## src/lgsepc_pkg.sv

```systemverilog
`default_nettype none

package lgsepc_pkg;

  localparam int DATA_W           = 32;
  localparam int ANGLE_W          = 31;
  localparam int CFG_IDX_W        = 4;
  localparam int CORDIC_STEPS_DEF = 28;
  localparam int ATAN_IDX_W       = 5;
  localparam int DIV_NUM_W        = 64;
  localparam int PROD_W           = 2 * DATA_W;

  localparam logic [CFG_IDX_W-1:0] REG_LAUNCH_RADIUS = CFG_IDX_W'(0);
  localparam logic [CFG_IDX_W-1:0] REG_ELONG_SCALE   = CFG_IDX_W'(1);

  localparam logic [DATA_W-1:0]        RADIUS_RST   = 32'd1310720;
  localparam logic [DATA_W-1:0]        SCALE_RST    = 32'd16777216;
  localparam logic [DATA_W-1:0]        INV_GAIN_Q32 = 32'd2608131496;
  localparam logic signed [DATA_W-1:0] PI_Q28       = 32'sd843314857;

  typedef enum logic [4:0] {
    ST_IDLE,
    ST_SQX,
    ST_SQY,
    ST_SQSUM,
    ST_SQRT,
    ST_MAGCHK,
    ST_MULX,
    ST_DIVX_GO,
    ST_DIVX_WAIT,
    ST_MULY,
    ST_DIVY_GO,
    ST_DIVY_WAIT,
    ST_OFS,
    ST_ROT,
    ST_MAG0,
    ST_MAG1,
    ST_MAG2,
    ST_EL0,
    ST_EL1,
    ST_EL2,
    ST_PUT
  } state_t;

  // atan(2^-i) in Q4.28, rounded to nearest
  function automatic logic [DATA_W-1:0] atan_q28(input logic [ATAN_IDX_W-1:0] idx);
    logic [DATA_W-1:0] v;
    unique case (idx)
      5'd0:    v = 32'd210828714;
      5'd1:    v = 32'd124459457;
      5'd2:    v = 32'd65760959;
      5'd3:    v = 32'd33381290;
      5'd4:    v = 32'd16755422;
      5'd5:    v = 32'd8385879;
      5'd6:    v = 32'd4193963;
      5'd7:    v = 32'd2097109;
      5'd8:    v = 32'd1048571;
      5'd9:    v = 32'd524287;
      5'd10:   v = 32'd262144;
      5'd11:   v = 32'd131072;
      5'd12:   v = 32'd65536;
      5'd13:   v = 32'd32768;
      5'd14:   v = 32'd16384;
      5'd15:   v = 32'd8192;
      5'd16:   v = 32'd4096;
      5'd17:   v = 32'd2048;
      5'd18:   v = 32'd1024;
      5'd19:   v = 32'd512;
      5'd20:   v = 32'd256;
      5'd21:   v = 32'd128;
      5'd22:   v = 32'd64;
      5'd23:   v = 32'd32;
      5'd24:   v = 32'd16;
      5'd25:   v = 32'd8;
      5'd26:   v = 32'd4;
      5'd27:   v = 32'd2;
      5'd28:   v = 32'd1;
      default: v = '0;
    endcase
    return v;
  endfunction

endpackage

`default_nettype wire

```

## src/lgsepc_div.sv

```systemverilog
`default_nettype none

module lgsepc_div
  import lgsepc_pkg::*;
(
  input  logic                 clk,
  input  logic                 rst_n,
  input  logic                 start,
  input  logic [DIV_NUM_W-1:0] dividend,
  input  logic [DATA_W-1:0]    divisor,
  output logic                 done,
  output logic [DIV_NUM_W-1:0] quotient
);

  localparam int CNT_W = $clog2(DIV_NUM_W);

  logic                 busy_r;
  logic                 done_r;
  logic [CNT_W-1:0]     cnt_r;
  logic [DIV_NUM_W-1:0] num_r;
  logic [DATA_W-1:0]    rem_r;
  logic [DATA_W-1:0]    den_r;

  logic [DATA_W:0]      shifted;
  logic [DATA_W:0]      diff;
  logic                 ge;
  logic [DATA_W-1:0]    rem_nxt;
  logic [DIV_NUM_W-1:0] num_nxt;

  // restoring division, one quotient bit per cycle
  always_comb begin
    shifted = {rem_r, num_r[DIV_NUM_W-1]};
    diff    = shifted - {1'b0, den_r};
    ge      = shifted >= {1'b0, den_r};
    rem_nxt = ge ? diff[DATA_W-1:0] : shifted[DATA_W-1:0];
    num_nxt = {num_r[DIV_NUM_W-2:0], ge};
  end

  always_ff @(posedge clk) begin
    if (!rst_n) begin
      busy_r <= 1'b0;
      done_r <= 1'b0;
      cnt_r  <= '0;
    end else begin
      done_r <= 1'b0;
      if (start) begin
        busy_r <= 1'b1;
        cnt_r  <= '0;
      end else if (busy_r) begin
        cnt_r <= cnt_r + 1'b1;
        if (cnt_r == CNT_W'(DIV_NUM_W - 1)) begin
          busy_r <= 1'b0;
          done_r <= 1'b1;
        end
      end
    end
  end

  always_ff @(posedge clk) begin
    if (start) begin
      num_r <= dividend;
      rem_r <= '0;
      den_r <= divisor;
    end else if (busy_r) begin
      num_r <= num_nxt;
      rem_r <= rem_nxt;
    end
  end

  assign done     = done_r;
  assign quotient = num_r;

endmodule

`default_nettype wire

```

## config.mk

```make
export PLATFORM = sky130hd
export DESIGN_NAME = lgsepc_div
export DESIGN_NICKNAME = d
export VERILOG_FILES = /design/src/lgsepc_pkg.sv /design/src/lgsepc_div.sv
export SDC_FILE = /design/constraint.sdc
export NUM_CORES = 1
export LEC_CHECK = 0
export ABC_AREA = 1
export BUFFER_PORTS_ARGS = -buffer_cell sky130_fd_sc_hd__buf_2
export CAP_MARGIN = 0
export CORE_MARGIN = 2
export CORE_UTILIZATION = 41
export DETAILED_ROUTE_END_ITERATION = 10
export MAX_ROUTING_LAYER = met4
export RECOVER_POWER = 50
export SLEW_MARGIN = 20
export SYNTH_ARGS = -nofsm -noshare
export SYNTH_HDL_FRONTEND = slang
export SYNTH_SLANG_ARGS = --single-unit
```

## constraint.sdc

```tcl
create_clock -name clk -period 5.8 [get_ports clk]
set_clock_uncertainty 0.05 [all_clocks]
set_input_delay 0.58 -clock clk [delete_from_list [all_inputs] [get_ports clk]]
set_output_delay 0.58 -clock clk [all_outputs]
set_load 0.01 [all_outputs]
```

==> reports/qor.yml, run 1 <==
clockBufferDepth: 2
cts.sinks: 136
cp_data_arrival_time_ps: 4250
final_common_cell: "nand2_1"
placementRows: 51
seq_area_frac_synth_pct: 45.1
ir_worst_vdd_v: 0.000175
p_per_area_mw_per_mm2: 267
cts_root_buffer: "clkbuf_16"
gr-total-overflow: 0
hold_class: "in2reg"
totalWireLength_mm: 20.9
drive_gt1_share_pct: 11.6
worst_hold_slack_ps: 276
cp_max_fo: 66
routedWlPerCell_um: 13.4
die-width_um: 145
synth_cell_types: 34
max_slew_margin_pct: -52.1
numPortBuffers: 163
yosysWarnings: 0
worstMarginPinSlew_ps: 2270
place_area_mm2: 0.00920
grt_max_degree: 67
yosys.area.top_type_share_pct: 35.3
syn_to_final_growth_pct: 19.2
synthAdderAreaFrac_pct: 5.30
synth_top_area_cell: "edfxtp_1"
cp.required_ps: 6050
synth_seq_cells: 136
max_clock_freq_mhz: 250
cts_resized: 0
grt_pass1_vias: 7005
remaining_drc_errors: 0
synth_fp_nets: 1262
finalCritPeriodShare_pct: 69.0
critical_path_class: "in2reg"
synthesis.area_mm2: 0.00817
synth_top_family_by_area: "simple AND/OR/NAND/NOR gates"
track_usage_pct: 20.8
synthMuxAreaShare_pct: 0
status: "finished, violations left"
io_pins: 164
place_hpwl_mm: 15.4
crit_path_top_delay_cell: "clkinvlp_2"
clkLatencyLatePin_ps: 420
drt_iter0_markers: 485
cts_buffers: 17
period_minus_slack_ps: 4000
slew_violations: 111
htree_levels: 4
final_antenna_net_count: 0
drt-pass1-iter-count: 7
synth-simple-area-share_pct: 34.6
setup_viol: 0
worstSetupEndpointType: "flop"
slowest_delay_ps: 1940
rsz0062_at_grt: "false"
via_per_inst: 4.68
cap_viol_max_count: 2
p_leak_nw: 5.07
nets: 1419
violations: "max-capacitance violations, max-slew violations"
cp-start-kind: "input port"
stdcell_area_mm2: 0.00974
synth_xor_area_share_pct: 1.50
synth-compound-area-share_pct: 3.23
cp_top_family: "buffers and inverters"
critPathBufInv: 2
hold_viol_final: 0
tns_ps: 0
ys_top_cells_by_area: "edfxtp_1 35%, nand2_1 23%, dfxtp_1 9.8%"
syn-instance-count: 1129
post_cts_buffers: 0
synth_area_per_cell_um2: 7.24
hold_buffers: 0
antenna_found_initial: 1
path_cells: "buf_4, clkinvlp_2, nand2_1, o21bai_1, a21oi_1"
grt_pass1_wl_mm: 34.7
coreArea_mm2: 0.0195
most-common-layout-cells: "507 x nand2_1, 182 x inv_1, 97 x buf_2"
dieArea_mm2: 0.0211
die_h_um: 145
gp_congestion: 0.965
cts_tree: "yes"
clk_transition_reported_paths_ps: 70
vias: 7322
start_util_pct: 41.8
## area by class of cell
cell class	instances	area, µm²
clock buffer	17	425
antenna	1	2.50
multi-input combinational	780	3650
timing repair buffer	167	763
tap	265	332
fill	2055	9790
clock inverter	15	188
sequential	136	3680
inverter	184	692
## per-layer routing
layer / vias up / part of all wire (%) / GRT usage [%]
li1: 3835 / - / -
met1: 3247 / 47 / 26.7
met2: 221 / 46 / 33.3
met3: 19 / 6.3 / 5.72
met4: 0 / 1.1 / 4.56
met5: - / 0 / -
## state kept, by name, summed over array words and instances (netlist names)
register / cells
busy_r: 1
cnt_r: 6
den_r: 32
done: 1
quotient: 64
rem_r: 32
## logic make-up (layout without fill, tap and decap cells)
family,after synthesis,after routing
XOR/XNOR,14,14
buffers and inverters,213,383
AND/OR/NAND/NOR,684,684
adder cells (fa/ha/maj),34,34
flip-flops,136,136
other,0,1
AO/OA/AOI/OAI,48,48
## where the power goes
part	switching [W]	total [W]	leakage [nW]	internal [W]
sequential	0.0000345	0.00116	1.29	0.00112
clock	0.000461	0.00115	0.299	0.000688
combinational	0.000188	0.000291	3.48	0.000103
## synthesized netlist by cell type, drive strengths merged
| library cell | number |
|---|---|
| a21oi | 24 |
| a31oi | 2 |
| and2 | 3 |
| buf | 15 |
| clkbuf | 14 |
| dfxtp | 40 |
| edfxtp | 96 |
| fa | 1 |
| ha | 33 |
| inv | 184 |
| nand2 | 514 |
| nand3 | 83 |
| nand3b | 14 |
| nand4 | 8 |
| nor2 | 50 |
| nor3 | 9 |
| nor3b | 2 |
| nor4 | 1 |
| o211ai | 1 |
| o21a | 2 |
| o21ai | 15 |
| o21bai | 4 |
| xnor2 | 13 |
| xor2 | 1 |
## per-stage QoR
step / util, % / power, W / setup WS (ps) / cells
after floorplan: - / 0.00135 / 2610 / 1129
after global placement: 47.1 / 0.00148 / 2510 / 1532
after detailed placement: 47.1 / 0.00148 / 2480 / 1532
after CTS: 50.3 / 0.00263 / 2780 / 1564
after global routing: 49.9 / 0.00270 / 1320 / 1565
final: 49.9 / 0.00260 / 1800 / 1565
## path summary, 6_finish.rpt
| check | from | endpoint | slack (ps) | depth (start not counted) |
|---|---|---|---|---|
| hold reg to reg | rem_r[15]$_SDFFE_PP0P_ | rem_r[15]$_SDFFE_PP0P_ | 420 | 2 |
| setup / recovery | start | cnt_r[2]$_SDFFE_PP0P_ | 1800 | 5 |
| setup reg to reg | den_r[28]$_DFFE_PP_ | rem_r[12]$_SDFFE_PP0P_ | 2820 | 11 |
| hold / removal | divisor[4] | den_r[4]$_DFFE_PP_ | 280 | 1 |
No activity file was read; power rests on OpenSTA's default activity.
==> inputs of run 2 (changes only) <==
- clock period: 5.8 -> 3.3 ns (I/O delays scaled with it)
==> reports/qor.yml, run 2 (synthesized netlist as in run 1, its figures left out) <==
status: "complete, no violations"  # was finished, violations left
cp-start-kind: "input port"  # unchanged
clk_transition_reported_paths_ps: 70  # about the same
die-width_um: 145  # unchanged
cts.sinks: 136  # unchanged
place_hpwl_mm: 15.7  # was 15.4 mm
worstSetupEndpointType: "flop"  # unchanged
layout_setup_ws_ps: 677  # was 1800 ps
totalWireLength_mm: 21.4  # was 20.9 mm
die_h_um: 145  # unchanged
slowest_delay_ps: 1030  # was 1940 ps
p_per_area_mw_per_mm2: 457  # was 267 mW/mm²
busiest_layer: "met2"  # unchanged
finalCritPeriodShare_pct: 79.5
clkLatencyLatePin_ps: 430  # was 420 ps
gr-total-overflow: 0  # unchanged
cap_viol_max_count: 0  # was 2
nets: 1422  # was 1419
hold_buffers: 0  # unchanged
placementRows: 51  # unchanged
cp.required_ps: 3370  # was 6050 ps
critical_path_class: "in2reg"  # unchanged
worst_path_most_repeated_cell: "clkbuf_2"
grt_util_met3_pct: 4.59  # was 5.72%
setup_viol: 0  # unchanged
coreArea_mm2: 0.0195  # unchanged
cp_data_arrival_time_ps: 2700  # was 4250 ps
place_area_mm2: 0.00924  # was 0.00920 mm²
syn_to_final_growth_pct: 19.1  # was 19.2%
most-common-layout-cells: "507 x nand2_1, 183 x inv_1, 97 x buf_2"  # was 507 x nand2_1, 182 x inv_1, 97 x buf_2
vias: 7346  # was 7322
drt-pass1-iter-count: 7  # unchanged
rsz0062_at_grt: "false"  # unchanged
via_per_inst: 4.68  # about the same
final_common_cell: "nand2_1"  # unchanged
ir_worst_vdd_v: 0.000397  # was 0.000175 V
slew_violations: 0  # was 111
stdcell_area_mm2: 0.00973  # was 0.00974 mm²
start_util_pct: 41.8  # unchanged
hold_class: "in2reg"  # unchanged
remaining_drc_errors: 0  # unchanged
grt_util_met1_pct: 28.4  # was 26.7%
tns_ps: 0  # unchanged
io_pins: 164  # unchanged
final_antenna_net_count: 0  # unchanged
cts_root_buffer: "clkbuf_16"  # unchanged
track_usage_pct: 21.6  # was 20.8%
dieArea_mm2: 0.0211  # unchanged
cts_resized: 0  # unchanged
drt_iter0_markers: 357  # was 485
gp_congestion: 0.991  # was 0.965
drive_gt1_share_pct: 11.8  # was 11.6%
period_minus_slack_ps: 2620
grt_max_degree: 78  # was 67
path_cells: "clkbuf_2, inv_1, clkbuf_2, nor2_1, a31oi_1"  # was buf_4, clkinvlp_2, nand2_1, o21bai_1, a21oi_1
cp_max_fo: 65  # was 66
utilization_pct: 49.8  # was 49.9%
crit_path_top_delay_cell: "clkbuf_2"  # was clkinvlp_2
max_clock_freq_mhz: 381
largest_reg_flops: 64  # unchanged
grt_pass1_vias: 7331  # was 7005
htree_levels: 4  # unchanged
grt_use_met2_pct: 33.5  # was 33.3%
p_leak_nw: 5.08  # was 5.07 nW
dp_slack_ps: 763  # was 2480 ps
antenna_found_initial: 1  # unchanged
max_slew_margin_pct: 3.68  # was -52.1%
cts_buffers: 17  # unchanged
worstMarginPinSlew_ps: 1440  # was 2270 ps
post_cts_buffers: 0  # unchanged
routedWlPerCell_um: 13.7  # was 13.4 µm
grt_pass1_wl_mm: 35.9  # was 34.7 mm
numPortBuffers: 163  # unchanged
clockBufferDepth: 2  # unchanged
hold_viol_final: 0  # unchanged
cts_tree: "yes"  # unchanged
## run 2: cell count changes in the layout (fill, tap and decap cells not counted), sizes merged
| cell | change |
|---|---|
| inv | +2 |
| clkinv | +1 |
| buf | +1 |
| clkbuf | +2 |
| clkinvlp | -1 |
| bufinv | -2 |
## run 2: final cells by class
class | count | area (µm²)
diodes | 1 | 2.50
clock buffers | 17 | 425
clock inverters | 15 | 156
fillers | 2007 | 9790
inverters | 184 | 691
multi-input cells | 780 | 3650
flip-flops and latches | 136 | 3680
well taps | 265 | 332
repair buffers | 170 | 795
## run 2: per-layer routing
layer,vias to the layer above,share of wire (%)
met5,-,0
met4,0,2.2
met3,34,5.6
met2,212,45
met1,3258,48
li1,3842,-
## run 2: power breakdown
part | leakage (nW) | internal, W | switching (W)
registers | 1.29 | 0.00197 | 0.0000576
clock network | 0.285 | 0.00107 | 0.000831
logic | 3.50 | 0.000181 | 0.000333
## run 2: final timing paths
check                                             from                     end  slack [ps]  depth (start not counted)
worst max-delay path                             start   quotient[0]$_DFFE_PP_         680                          5
worst min-delay path                       divisor[30]     den_r[30]$_DFFE_PP_          30                          1
worst max register to register     den_r[28]$_DFFE_PP_   rem_r[2]$_SDFFE_PP0P_         710                         11
worst min register to register  rem_r[14]$_SDFFE_PP0P_  rem_r[14]$_SDFFE_PP0P_         420                          2
## run 2: stage by stage
step                      instances  hold slack [ps]  total power, W
final                          1568             27.8         0.00444
after global routing           1568             8.27         0.00464
after CTS                      1567             11.7         0.00452
after detailed placement       1535              407         0.00260
after global placement         1535              410         0.00260
after floorplan                1129              379         0.00237
## run 2: critical path, delay by kind of cell
kind | cells | cell delay [ps]
buf+inv | 3 | 1940
simple gates | 1 | 300
compound gates | 1 | 60
==> inputs of run 3 (changes only) <==
- clock period: 3.3 -> 2.64 ns (I/O delays scaled with it)
==> reports/qor.yml, run 3 (synthesized netlist as in run 1, its figures left out) <==
timing.rr.end: "rem_r[24]$_SDFFE_PP0P_"  # was rem_r[2]$_SDFFE_PP0P_
antenna_found_initial: 0  # was 1
max_clock_freq_mhz: 414
setup_viol: 0  # unchanged
status: "complete, no violations"  # unchanged
drt-pass1-iter-count: 5  # was 7
tns_ps: 0  # unchanged
drt_iter0_markers: 440  # was 357
period_minus_slack_ps: 2420
slew_violations: 0  # unchanged
syn_to_final_growth_pct: 25.1  # was 19.1%
hold_class: "in2reg"  # unchanged
antenna_cells: 0  # was 1
coreArea_mm2: 0.0195  # unchanged
gp_congestion: 0.952  # was 0.991
post_cts_buffers: 0  # unchanged
totalWireLength_mm: 22.0  # was 21.4 mm
most-common-layout-cells: "507 x nand2_1, 182 x inv_1, 147 x buf_2"  # was 507 x nand2_1, 183 x inv_1, 97 x buf_2
grt_pass1_wl_mm: 36.8  # was 35.9 mm
cts_root_buffer: "clkbuf_16"  # unchanged
die_h_um: 145  # unchanged
clockBufferDepth: 2  # unchanged
ir_worst_vdd_v: 0.000415  # was 0.000397 V
worst_hold_slack_ps: 20.8  # was 27.8 ps
cp_data_arrival_time_ps: 2680  # was 2700 ps
worstMarginPinSlew_ps: 1350  # was 1440 ps
via_per_inst: 4.67  # was 4.68
fin_cells: 1608  # was 1568
largest_reg_flops: 64  # unchanged
rsz0062_at_grt: "false"  # unchanged
clkLatencyLatePin_ps: 440  # was 430 ps
numPortBuffers: 163  # unchanged
fillCellCount: 2001  # was 2007
hold_depth: 3  # was 1
utilization_pct: 52.3  # was 49.8%
io_pins: 164  # unchanged
start_util_pct: 41.8  # unchanged
final_common_cell: "nand2_1"  # unchanged
post-place-cells: 1544  # was 1535
cp.required_ps: 2910  # was 3370 ps
placementRows: 51  # unchanged
cts_tree: "yes"  # unchanged
gr-total-overflow: 0  # unchanged
grt_pass1_vias: 7419  # was 7331
dp_slack_ps: 229  # was 763 ps
p_leak_nw: 5.41  # was 5.08 nW
final_antenna_net_count: 0  # unchanged
remaining_drc_errors: 0  # unchanged
worstHoldEndpoint: "busy_r$_SDFF_PN0_"  # was den_r[30]$_DFFE_PP_
htree_levels: 4  # unchanged
nets: 1463  # was 1422
cp_max_fo: 5  # was 65
vias: 7503  # was 7346
track_usage_pct: 22.1  # was 21.6%
drive_gt1_share_pct: 15.7  # was 11.8%
max_slew_margin_pct: 9.91  # was 3.68%
layout_setup_ws_ps: 223  # was 677 ps
rr_worst_depth: 15  # was 11
worstHoldStart: "rst_n"  # was divisor[30]
place_hpwl_mm: 16.1  # was 15.7 mm
worstSetupEndpointType: "flop"  # unchanged
reg2reg_slack_ps: 220  # was 710 ps
cap_viol_max_count: 0  # unchanged
seqCellArea_mm2: 0.00368  # unchanged
hold_viol_final: 0  # unchanged
die-width_um: 145  # unchanged
routedWlPerCell_um: 13.7  # about the same
p_per_area_mw_per_mm2: 553  # was 457 mW/mm²
grt_max_degree: 78  # unchanged
critical_path_class: "reg2reg"  # was in2reg
dieArea_mm2: 0.0211  # unchanged
rr_startpoint: "quotient[63]$_DFFE_PP_"  # was den_r[28]$_DFFE_PP_
multi_input_area_mm2: 0.00365  # unchanged
finalCritPeriodShare_pct: 91.5
cp-start-kind: "flop"  # was input port
clk_transition_reported_paths_ps: 80  # was 70 ps
cts_buffers: 17  # unchanged
cts.sinks: 136  # unchanged
## run 3: cell types whose count changed in the layout (fill, tap and decap cells not counted), sizes merged
cell,before,now
clkbuf,85,36
dlygate4sd3,0,32
clkinv,4,7
clkinvlp,1,0
inv,193,192
diode,1,0
buf,102,160
bufinv,1,0
## run 3: repair_timing
action	4_1_cts	5_1_grt
hold buffers	32	0
endpoints found under the hold margin	32	0
gates resized for setup	0	0
## run 3: worst max-delay path by stage
stage               slack (ps)              startpoint                endpoint
floorplan                  560  quotient[63]$_DFFE_PP_  rem_r[30]$_SDFFE_PP0P_
global route                40  quotient[63]$_DFFE_PP_  rem_r[24]$_SDFFE_PP0P_
CTS                        210  quotient[63]$_DFFE_PP_  rem_r[24]$_SDFFE_PP0P_
detailed placement         230  quotient[63]$_DFFE_PP_  rem_r[30]$_SDFFE_PP0P_
global placement           280  quotient[63]$_DFFE_PP_  rem_r[30]$_SDFFE_PP0P_
finish                     220  quotient[63]$_DFFE_PP_  rem_r[24]$_SDFFE_PP0P_
## run 3: routing by layer
layer  share of wire, %  vias up  global-route usage, %
met3                5.3       32                   4.25
met1                 47     3340                   28.8
li1                   -     3912                      -
met4                2.0        0                   6.81
met2                 45      219                   35.1
met5                  0        -                      -
## run 3: cell type report
type,instances,area share [%]
Sequential cell,136,36.0
Multi-Input combinational cell,780,35.7
Timing Repair Buffer,211,12.4
Inverter,184,6.76
Clock inverter,15,1.73
Tap cell,265,3.24
Clock buffer,17,4.16
## run 3: report_power, final
part | internal [W] | switching, W
clock | 0.00128 | 0.00113
combinational | 0.000280 | 0.000425
sequential | 0.00246 | 0.0000724
## run 3: metrics by stage
| step | cell area (µm²) | power (W) |
|---|---|---|
| after floorplan | 8170 | 0.00296 |
| after global placement | 9340 | 0.00326 |
| after detailed placement | 9340 | 0.00326 |
| after CTS | 10300 | 0.00572 |
| after global routing | 10200 | 0.00590 |
| final | 10200 | 0.00565 |
## run 3: critical path, cell delays in order (launching register included)
cell and delay (ps):
edfxtp_1 340, inv_1 70, ha_1 230, fa_1 410, inv_1 100, nand3_1 70
nand3_1 220, nand2_1 130, nand2_1 160, nand2_1 100, nand3_1 100, nand2_1 50
nand2_1 80, nand2_1 60, nand3_1 80, nand2_1 60
